===== config.mk =====
export PLATFORM = sky130hd
export DESIGN_NAME = mtslot_ctrl
export DESIGN_NICKNAME = d
export VERILOG_FILES = /design/src/hdl/mtslot_pkg.sv /design/src/hdl/mtslot_ctrl.sv
export SDC_FILE = /design/constraint.sdc
export NUM_CORES = 1
export LEC_CHECK = 0
export CAP_MARGIN = 40
export CORE_AREA = 2 2 39 41
export CTS_CLUSTER_SIZE = 28
export DETAILED_ROUTE_END_ITERATION = 10
export DIE_AREA = 0 0 41 43
export DONT_BUFFER_PORTS = 1
export PLACE_DENSITY = 0.38
export SYNTH_ARGS = -nofsm -noshare
export SYNTH_HDL_FRONTEND = slang
export SYNTH_SLANG_ARGS = --single-unit

===== constraint.sdc =====
create_clock -name clk -period 1.3 [get_ports clk]
set_input_delay 0.065 -clock clk [delete_from_list [all_inputs] [get_ports clk]]
set_output_delay 0.065 -clock clk [all_outputs]
set_load 0.1 [all_outputs]

===== src/hdl/mtslot_pkg.sv =====
package mtslot_pkg;

	// Slot table size and the field widths that follow from it.
	localparam int SLOTS   = 16;
	localparam int SLOT_W  = 4;
	localparam int COUNT_W = 5;
	localparam int MS_W    = 42;

	// Event types.
	localparam logic [15:0] TYPE_SYN = 16'h0000;
	localparam logic [15:0] TYPE_KEY = 16'h0001;
	localparam logic [15:0] TYPE_ABS = 16'h0003;

	// Event codes.
	localparam logic [15:0] CODE_REPORT = 16'h0000;
	localparam logic [15:0] CODE_BUTTON = 16'h0110;
	localparam logic [15:0] CODE_SLOT   = 16'h002f;
	localparam logic [15:0] CODE_POS_X  = 16'h0035;
	localparam logic [15:0] CODE_POS_Y  = 16'h0036;
	localparam logic [15:0] CODE_TRACK  = 16'h0039;
	localparam logic [15:0] CODE_PRESS  = 16'h003a;

	// Millisecond conversion: floor(usec / 1000) is (usec * USEC_RECIP) >> USEC_SHIFT,
	// exact for every 20-bit microsecond value.
	localparam logic [9:0]  MS_PER_SEC = 10'd1000;
	localparam logic [20:0] USEC_RECIP = 21'd1073742;
	localparam int          USEC_SHIFT = 30;

	// Commands from the controller to the datapath.
	typedef struct packed {
		logic capture;
		logic apply;
		logic mul;
		logic sum;
		logic load;
	} mtslot_cmd_t;

	// Status from the datapath to the controller.
	typedef struct packed {
		logic is_report;
		logic last_idx;
		logic out_free;
	} mtslot_status_t;

endpackage


===== src/hdl/mtslot_ctrl.sv =====
module mtslot_ctrl (
	input  logic                     clk,
	input  logic                     arst_n,
	input  logic                     in_valid,
	output logic                     in_ready,
	input  mtslot_pkg::mtslot_status_t status,
	output mtslot_pkg::mtslot_cmd_t    cmd
);
	import mtslot_pkg::*;

	typedef enum logic [4:0] {
		S_IDLE   = 5'b00001,
		S_DECODE = 5'b00010,
		S_MUL    = 5'b00100,
		S_SUM    = 5'b01000,
		S_EMIT   = 5'b10000
	} state_t;

	state_t state_q, state_d;

	// State register.
	always_ff @(posedge clk or negedge arst_n) begin
		if (!arst_n) begin
			state_q <= S_IDLE;
		end else begin
			state_q <= state_d;
		end
	end

	// Next state and commands.
	always_comb begin
		state_d     = state_q;
		cmd         = '0;
		in_ready    = 1'b0;
		case (state_q)
			S_IDLE: begin
				in_ready    = 1'b1;
				cmd.capture = in_valid;
				if (in_valid) begin
					state_d = S_DECODE;
				end
			end
			S_DECODE: begin
				cmd.apply = 1'b1;
				state_d   = status.is_report ? S_MUL : S_IDLE;
			end
			S_MUL: begin
				cmd.mul = 1'b1;
				state_d = S_SUM;
			end
			S_SUM: begin
				cmd.sum = 1'b1;
				state_d = S_EMIT;
			end
			S_EMIT: begin
				// One record per cycle whenever the output register can take it.
				if (status.out_free) begin
					cmd.load = 1'b1;
					if (status.last_idx) begin
						state_d = S_IDLE;
					end
				end
			end
			default: begin
				state_d = S_IDLE;
			end
		endcase
	end

endmodule


==> results of run 1 <==
## stage by stage
step,hold WS (ps),area [um^2]
floorplan,-231,302
global placement,-230,492
detailed placement,-231,492
CTS,124,624
global route,138,648
finish,125,648
## area by class of cell
type,instances,area share
clock buffer,4,0.0405
multi-input combinational,20,0.363
sequential,5,0.195
tap,16,0.0309
timing repair buffer,19,0.371
## worst max-delay path by stage
stage                  to  slack [ps]  cells after the start
6_report           cmd[4]        -350                      4
5_1_grt            cmd[4]        -410                      4
4_1_cts            cmd[2]        -370                      4
3_5_place_dp   state_q[0]        -170                      3
3_3_place_gp   state_q[0]        -120                      3
2_1_floorplan      cmd[4]        -950                      3
## repair_timing
action                                  in CTS  in global routing
hold buffers                                 3                  0
pin swaps                                    6                  2
gates resized for setup                     12                  2
hold endpoints to repair                     8                  0
setup buffers                                3                  2
endpoints found under the setup margin       8                 10
cloned                                       0                  0
## metal layers
layer / vias up / track usage / part of all wire / wire length (um)
li1: 141 / - / - / -
met1: 145 / 0.158 / 0.34 / 266
met2: 6 / 0.197 / 0.63 / 493
met3: 0 / 0.0157 / 0.028 / 22
met4: 0 / 0.0400 / 0 / 0
met5: - / 0 / 0 / 0
## Yosys cell counts, drive strengths merged
cell type	n
nor2b	1
nor3	2
and3	2
nor2	1
xnor2	1
and3b	1
or4b	1
nor3b	3
or2	1
dfstp	1
dfrtp	4
and2	2
or3b	1
or3	1
nor4b	1
o41ai	1
nand2	1
## kinds of logic after synthesis
| kind of cell | Yosys count | synth area share |
|---|---|---|
| AO/OA/AOI/OAI | 1 | 0.0311 |
| flip-flops | 5 | 0.449 |
| AND/OR/NAND/NOR | 18 | 0.489 |
| XOR/XNOR | 1 | 0.0311 |
## worst max-delay path: stages, from the launching register on
cell and delay [ps]:
dfrtp_1 370, or3_4 420, nor3b_4 210, and2_4 180, buf_12 160
## power breakdown
| part | total [mW] | leakage (nW) | internal [mW] | switching (mW) |
|---|---|---|---|---|
| Clock | 0.180 | 0.0150 | 0.116 | 0.0644 |
| Sequential | 0.247 | 0.0652 | 0.202 | 0.0446 |
| Combinational | 0.958 | 0.203 | 0.431 | 0.527 |
==> impl.org, run 1 <==
** Critical path
- The worst register-to-register path ends at state_q[0].
- Worst path required time :: 1240 ps
- The startpoint identified for the worst register-to-register timing path is state_q[3].
- In this run the register-to-register setup slack is -310 ps.
- Critical path start-end classification :: flip-flop to primary output
- Worst setup EP type :: primary output
- For the worst flop-to-flop path, the logic depth is 4.
- Crit path from :: state_q[3]
- Data arrival time of the critical path :: 1580 ps
- Crit Path Max Fanout :: 3
- The worst setup path is launched from a flip-flop.

** Clock tree
- Maximum count of clock buffers along a single path :: 2
- The root buffer cell chosen for the clock tree is clkbuf_4.
- In this run the number of H-tree levels came out at 1.
- Clock tree from TritonCTS :: built
- Number of clock sinks :: 5
- Worst-path clk slew :: 50 ps
- The number of clock buffers added by TritonCTS is 3.
- At the later pin of the worst-skew pair, clock insertion delay measures 240 ps.

** Cells and area
- Ant diodes :: 0
- In the final layout, the multi-input gates occupy 235 um^2.
- Top library cells by usage in the layout, fill and taps aside :: 6 x buf_12, 6 x buf_4, 4 x buf_6, 4 x dfrtp_1
- Counting flops per register, the top entry is state_q.
- In the final layout, flip-flops and latches occupy 126 um^2.
- Of the cells placed in the final design, the portion with a size suffix greater than 1 is 0.729.
- The largest registers in the layout are state_q: 5 flops.
- Area added between synthesis and finish :: 130%
- For this run, the share of the core covered by cells in the final layout is 0.468.
- FILL cells :: 125
- At the end of the flow, the number of nets in the layout was 55.
- The register with the most flip-flops in the layout has 5 of them.
- The count of cells in the finished layout, fillers not included, comes to 64.

** Power and ir drop
- Overall power consumption after layout is estimated at 1.39 mW.
- In this run the static leakage power is 0.283 nW.
- Max rail drop VDD :: 0.00127 V
- Power density over the cells :: 2140 nW/um^2

** Floorplan
- Die Y :: 43 um
- Ports :: 12
- Placeable core region :: 1380 um^2
- Initial Util :: 0.203
- Cell Rows :: 14
- Die outline width :: 41 um
- The die covers 1760 um^2.

** Placed design
- The count of buffers added on input and output ports is 0.
- Cell count after placement :: 52
- Detailed placement ended at an HPWL of 547 um.
- At the end of routability-driven placement, the weighted congestion stood at 0.756.
- Timing analysis after detailed placement gives a worst setup slack of -168 ps.

** Route
- Wires add up to 781 um.
- Total iterations of the first detailed-routing run :: 1
- The routed layout has 292 vias.
- Remaining DRCs :: 0
- The detail route stage leaves a number of antenna-violating nets equal to 0.
- Wire length per cell :: 12.2 um
- Number of violations reported at the end of detailed-routing iteration 0 :: 0
- In the routed layout, each cell is associated on average with a via count of 4.56.

** Job
- The tool flagged a number of max-cap violations equal to 0.

** Yosys
- Proportion of netlist area held by the largest area contributor :: 0.356
- Synthesized netlist cell count :: 25
- Leading post-synthesis cells by cell area :: dfrtp_1 36%, dfstp_2 9.3%, nor3b_1 5.3%
- Seq/Total Area, Yosys :: 0.449
- Yosys top cell by area :: dfrtp_1
- After synthesis, the netlist uses 18 different library cells.
- A synthesized cell averages 11.3 um^2.
- During synthesis, Yosys emitted a total of 0 warnings.
- Synth Cell Area :: 282 um^2
- Syn nets :: 31
- Synthesis inferred 5 register bits.

** STA
- Headroom to the max-slew limit came out at 0.810.
- Setup Viol. Count Final :: 9
- Final clock period utilization by the worst path :: 1.27
- At the pin with the least slew margin, the transition time is 282 ps.
- Setup repair after global routing missed its margin :: yes
- Once routing completed, OpenROAD measured the worst setup slack at -350 ps.
- The number of pins exceeding their max-slew limit in the final report came to 0.
- The routed design could run at a clock period as short as 1650 ps.
- Summed over all failing endpoints, the final setup total negative slack is -1920 ps.
- Final hold violation count :: 0
- For this run, the top clock speed supported by timing is 0.606 GHz.
- On the final layout, the worst clock skew is 0.221 ps.

** Outcome
- The final reports fail on negative setup slack.
- Status :: complete, but fails checks

** Worst hold path
- Worst hold path type :: primary input to async pin

** Global routing
- For this run, the total global-route usage over all layers was measured as 0.121.
- For this run the aggregate overflow at the end of global routing stands at 0.
- Initial antenna violation count :: 0
- Pin count of the biggest net entering global routing :: 6
- The number of global-route vias before repair is 330.
- Wire length of the first global-routing pass :: 1480 um
Note: power is estimated with default switching activity, not from simulation.
==> run 2: changes to the inputs <==
--- a/config.mk
+++ b/config.mk
@@ -12,6 +12,7 @@
 export DIE_AREA = 0 0 41 43
 export DONT_BUFFER_PORTS = 1
 export PLACE_DENSITY = 0.38
+export SETUP_SLACK_MARGIN = 0.02
 export SYNTH_ARGS = -nofsm -noshare
 export SYNTH_HDL_FRONTEND = slang
 export SYNTH_SLANG_ARGS = --single-unit
==> run 2 against run 1 <==
  * The flow still finishes with violations (negative setup slack)
  * Hold slack about the same
  * Register-to-register slack about the same
  * Utilization is 0.81 points higher
  * Sequential share of layout area decreased by 0.33 points
  * Die area did not move
==> impl.org, run 2 (synthesized netlist as in run 1, its figures left out) <==
** Floorplan
- Placeable core region :: 1380 um^2
- Initial Util :: 0.203
- During I/O placement, the number of pins put on the boundary was 12.
- The die covers 1760 um^2.
- From bottom edge to top edge, the die measures 43 um.
- Cell Rows :: 14
- Die outline width :: 41 um

** Cells and area
- Counting the fill cells in the layout gives 123.
- Top Registers :: state_q: 5 flops
- Final net count :: 56
- Final non-filler cell total :: 65
- Fraction of final layout cells with drive strength greater than 1 :: 0.735
- Area added between synthesis and finish :: 134%
- For this run, the share of the core covered by cells in the final layout is 0.476.
- The register with the most flip-flops in the final layout is state_q.
- The register with the most flip-flops in the layout has 5 of them.
- The top cell types in the final layout, fill and taps aside, are 6 x buf_12, 6 x buf_4, 5 x buf_6, 4 x dfrtp_1.
- Ant diodes :: 0

** Clock tree
- Clock tree from TritonCTS :: built
- The tree is rooted in a clkbuf_4.
- Number of clock sinks :: 5
- Worst-path clk slew :: 50 ps
- The clock passes through at most 2 buffers.
- In this run the number of H-tree levels came out at 1.
- Clock buffers created by TritonCTS :: 3
- Clock Latency Late Sink :: 240 ps

** Route
- In this run the remaining antenna-violating nets after routing total 0.
- For this run, the detailed router's first-pass iteration total came to 1.
- Routed via count :: 293
- Using the TritonRoute via totals, the vias-per-cell ratio works out to 4.51.
- Number of violations reported at the end of detailed-routing iteration 0 :: 0
- Remaining DRCs :: 0
- After detailed routing, the average wire length per cell comes to 12.3 um.
- After detailed routing, the total wire length is 800 um.

** STA
- Setup Viol. Count Final :: 9
- Worst relative slew slack :: 0.810
- Final clock period utilization by the worst path :: 1.27
- The hold violation count in the final report is 0.
- Highest clock frequency the design can meet :: 0.606 GHz
- Transition at the pin with the smallest max-transition slack :: 282 ps
- Final min period :: 1650 ps
- The tightest hold path in the finished design has a slack of 125 ps.
- Setup repair after global routing could not meet its margin everywhere.
- On the final layout, the worst clock skew is 0.286 ps.
- The number of pins exceeding their max-slew limit in the final report is 0.
- Across all setup checks in the final design, the least slack found is -350 ps.

** Global routing
- Number of global-route vias before repair :: 333
- Pin count of the biggest net entering global routing :: 6
- Initial antenna violation count :: 0
- The first global-routing pass estimated 1480 um of wire.
- In the global route stage, overall resource usage came out at 0.121.
- Total overflow reported by the global router :: 0

** Critical path
- Crit Path Max Fanout :: 3
- The worst register-to-register path has a depth of 4.
- In this run the critical register-to-register path is launched from state_q[3].
- For the worst setup path, the data required time is 1240 ps.
- The worst setup path is captured at a primary output.
- Following the worst setup path forward leads to its endpoint at cmd[4].
- The most critical setup path has its startpoint at state_q[3].
- For the worst setup path, the data arrival time is 1590 ps.
- Capture instance of the worst register-to-register path :: state_q[0]
- Flop-to-flop setup slack :: -310 ps
- The critical path in this run is classified as flip-flop to primary output.
- The worst setup path is launched from a flip-flop.

** Placed design
- GPL Wtd Cong :: 0.756
- Including well taps, the total number of placed cells is 52.
- The wire-length estimate of the detail-placed layout is 547 um.
- Worst setup slack after placement :: -168 ps
- Port buffering added 0 buffers.

** Outcome
- Failing checks :: negative setup slack
- The run finished, with violations left.

** Job
- Across the run, the number of max-cap violations was 0.

** Power and ir drop
- The analysis attributes to cell leakage a power of 0.289 nW.
- Power density over the cells :: 2160 nW/um^2
- Across the VDD grid, the largest voltage drop is 0.00127 V.

** Worst hold path
- The worst hold path belongs to the class primary input to async pin.
==> run 2: cell count changes in the layout (fill, tap and decap cells not counted) <==
cell   delta
buf_6     +1
==> run 2: how the worst min path moves through the flow <==
stage            from    endpoint  slack (ps)  depth (start not counted)
2_1_floorplan  arst_n  state_q[1]        -230                          0
3_3_place_gp   arst_n  state_q[2]        -230                          0
3_5_place_dp   arst_n  state_q[2]        -230                          0
4_1_cts        arst_n  state_q[2]         120                          1
5_1_grt        arst_n  state_q[4]         140                          1
6_report       arst_n  state_q[3]         130                          1
==> run 2: what timing repair did <==
action,4_1_cts,5_1_grt
pin swaps,6,3
setup endpoints to repair,9,10
gates resized for setup,13,2
hold buffers,3,0
buffers inserted,4,2
hold endpoints to repair,8,0
==> run 2: worst max-delay path, cell delays in order (launching register included) <==
cell,delay [ps]
dfrtp_1,370
or3_4,420
nor3b_4,210
and2_4,180
buf_12,160
==> run 2: final cells by class <==
cell class,count,area [um^2],share of cell area
repair buffers,20,251,0.381
flip-flops and latches,5,126,0.192
well taps,16,20.0,0.0304
multi-input cells,20,235,0.357
clock buffers,4,26.3,0.0398
==> run 2: per-layer routing <==
metal	global-route usage	routed length, um
met2	0.200	495
met1	0.155	282
met4	0.0400	0
met5	0	0
met3	0.0157	22
==> run 2: through the flow <==
step | setup TNS, ps | total power, mW | area, um^2
floorplan | -4230 | 0.753 | 302
global placement | -378 | 1.03 | 492
detailed placement | -483 | 1.03 | 492
CTS | -1870 | 1.38 | 636
global route | -2420 | 1.50 | 659
finish | -1970 | 1.42 | 659
==> run 2: where the power goes <==
part,switching (mW),internal (mW)
clock network,0.0646,0.116
registers,0.0389,0.202
logic,0.540,0.461
total,0.643,0.780
==> run 3: changes to the inputs <==
--- a/config.mk
+++ b/config.mk
@@ -6,12 +6,13 @@
 export NUM_CORES = 1
 export LEC_CHECK = 0
 export CAP_MARGIN = 40
-export CORE_AREA = 2 2 39 41
-export CTS_CLUSTER_SIZE = 28
+export CORE_AREA = 8 8 45 47
+export CTS_CLUSTER_SIZE = 40
 export DETAILED_ROUTE_END_ITERATION = 10
-export DIE_AREA = 0 0 41 43
+export DIE_AREA = 0 0 53 55
 export DONT_BUFFER_PORTS = 1
 export PLACE_DENSITY = 0.38
+export REMOVE_ABC_BUFFERS = 1
 export SETUP_SLACK_MARGIN = 0.02
 export SYNTH_ARGS = -nofsm -noshare
 export SYNTH_HDL_FRONTEND = slang
==> run 3 against run 2 <==
  * The run still ends with negative setup slack left
  * Clock skew rose by 8.5 ps
  * Clock power barely moved
  * Flip-flop and latch count did not move
  * Total power fell by 7.3%
  * Worst setup slack got worse by 2.4 ps
  * Sequential share of layout area rose by 0.56 points
  * Register-to-register slack improved by 170 ps
  * Critical path depth did not move
  * Non-clock buffer count fell by 3
  * Critical endpoint unchanged
  * Highest routed layer unchanged
==> impl.org, run 3 (synthesized netlist as in run 1, its figures left out) <==
** Route
- Dividing the detail-routed wire length by the instance count gives 13.6 um.
- Total iterations of the first detailed-routing run :: 2
- Detailed Route WL :: 842 um
- In the routed layout, each cell is associated on average with a via count of 4.47.
- Count of nets left with antenna violations after detail routing :: 0
- Number of violations reported at the end of detailed-routing iteration 0 :: 1
- Remaining DRCs :: 0
- Routed via count :: 277

** Cells and area
- The library cell used most frequently in the layout, excluding fill and tap cells, is buf_4.
- For this run, the post-layout net count is 53.
- Register name with the most flops :: state_q
- Area added between synthesis and finish :: 128%
- Flip-flop count of the largest register, all copies and words added :: 5
- Top library cells by usage in the layout, fill and taps aside :: 5 x buf_4, 4 x buf_12, 4 x dfrtp_1
- Fraction of final layout cells with drive strength greater than 1 :: 0.696
- The largest registers in the layout are state_q: 5 flops.
- Ant diodes :: 0
- Design area :: 641 um^2

** STA
- Across all setup checks in the final design, the least slack found is -353 ps.
- Worst relative slew slack :: 0.815
- Setup Viol. Count Final :: 8
- On the final layout, the worst clock skew is 8.82 ps.
- The worst path in the final design needs a cycle of 1650 ps, including I/O delays and setup.
- For the pin with the worst max-slew slack, the measured transition is 281 ps.
- Final clock period utilization by the worst path :: 1.27
- Highest clock frequency the design can meet :: 0.605 GHz
- Adding up every negative setup slack in the final design gives -1580 ps.
- The number of pins exceeding their max-slew limit in the final report is 0.
- The hold violation count in the final report came to 0.
- Setup repair after global routing missed its margin :: yes

** Power and ir drop
- Max rail drop VDD :: 0.00144 V
- Overall power :: 1.32 mW
- Summed over all cells, the static leakage comes to 0.275 nW.
- Dividing total power by cell area gives a power density of 2060 nW/um^2.

** Clock tree
- TritonCTS built the clock tree.
- Buffers inserted during clock tree synthesis total 3.
- Clock tree root buffer cell :: clkbuf_4
- Number of clock sinks :: 5
- Maximum count of clock buffers along a single path :: 2
- Worst-path clk slew :: 50 ps
- CTS built an H-tree with a depth of 1.
- Clock Latency Late Sink :: 240 ps

** Critical path
- At the worst endpoint, the required time is 1240 ps.
- Cell depth of the worst flop-to-flop path :: 3
- The slowest stage of the critical path is the or3_4 cell.
- Critical Path Source Type :: flip-flop
- Crit Path Max Fanout :: 4
- Worst setup EP type :: primary output
- In this design, the largest share of critical-path delay is due to simple AND/OR/NAND/NOR gates.
- Worst-path cell chain :: or3_4 -> nor3b_4 -> and2_4 -> buf_12
- The largest single stage delay on the critical path is 430 ps.
- The worst register-to-register path begins at state_q[4].
- Data arrival time of the critical path :: 1590 ps
- The worst register-to-register path ends at state_q[0].
- Critical path start-end classification :: flip-flop to primary output
- Sum of buffers and inverters on the critical path :: 1
- Flop-to-flop setup slack :: -140 ps

** Global routing
- Number of global-route vias before repair :: 320
- Total overflow reported by the global router :: 0
- The first global-routing pass estimated 1520 um of wire.
- The initial antenna violation count was 0.
- Pin count of the biggest net entering global routing :: 6
- Total global routing track utilization :: 0.0729

** Floorplan
- Ports :: 12
- The initial utilization of the core area, before any placement, comes to 0.203.
- The die is 53 um wide.
- Cell Rows :: 14
- From bottom edge to top edge, the die measures 55 um.
- The total area inside the core boundary comes to 1380 um^2.
- The floorplan step defined a die boundary enclosing 2920 um^2.

** Worst hold path
- In this run the worst hold path is classified as primary input to async pin.

** Placed design
- Estimated wirelength of the detail-placed design :: 631 um
- Timing analysis after detailed placement gives a worst setup slack of -147 ps.
- GPL Wtd Cong :: 0.719
- The placed instances occupy a cell area of 503 um^2.
- During placement, the flow inserted port buffers numbering 0.

** Job
- Across the run, the number of max-cap violations was 0.

** Outcome
- The checks that failed: negative setup slack.
- Status :: complete, but fails checks
-- run 3: cell types whose count changed in the layout (fill, tap and decap cells not counted) --
cell / previous run / this run
clkbuf_16: 0 / 2
or4b_4: 1 / 0
buf_12: 6 / 4
buf_4: 6 / 5
nor2b_4: 0 / 1
nor2b_2: 1 / 0
or4b_1: 0 / 1
buf_6: 5 / 3
-- run 3: repair_timing --
action                                  CTS  global route
pin swaps                                 5             3
hold endpoints to repair                  8             0
setup buffers                             1             1
hold buffers                              3             0
endpoints found under the setup margin    9            11
resized for setup                        12             5
-- run 3: where the power goes --
part / total [mW] / internal [mW] / switching (mW) / leakage, nW
combinational: 0.893 / 0.386 / 0.507 / 0.195
clock: 0.179 / 0.116 / 0.0632 / 0.0150
sequential: 0.246 / 0.202 / 0.0441 / 0.0652
total: 1.32 / 0.704 / 0.615 / 0.275
-- run 3: worst reg2reg max path, stage by stage (launching register included) --
cell,delay [ps]
dfrtp_1,370
or3_4,430
or4b_1,500
o41ai_2,60
-- run 3: routing by layer --
metal,part of all wire,global-route usage
met4,0,0.0129
met2,0.55,0.129
met5,0,0
met1,0.33,0.0706
met3,0.12,0.0481
-- run 3: stage by stage --
| step | utilization | hold WS [ps] | cells |
|---|---|---|---|
| after detailed placement | 0.363 | -230 | 54 |
| after global routing | 0.463 | 115 | 62 |
| after CTS | 0.451 | 111 | 62 |
| after global placement | 0.363 | -230 | 54 |
| after floorplan | - | -231 | 25 |
| final | 0.463 | 116 | 62 |
-- run 3: worst max path at each step --
stage / from / endpoint / slack, ps / cells after the start
global placement: state_q[3] / cmd[4] / -140 / 4
global route: state_q[4] / cmd[4] / -430 / 4
CTS: state_q[4] / cmd[4] / -360 / 4
floorplan: state_q[4] / cmd[2] / -1790 / 2
detailed placement: state_q[4] / cmd[4] / -150 / 4
finish: state_q[4] / cmd[4] / -350 / 4
-- run 3: area by class of cell --
class | count | area, um^2
Clock buffer | 4 | 26.3
Fill cell | 126 | 743
Multi-Input combinational cell | 20 | 236
Sequential cell | 5 | 126
Tap cell | 16 | 20.0
Timing Repair Buffer | 17 | 231
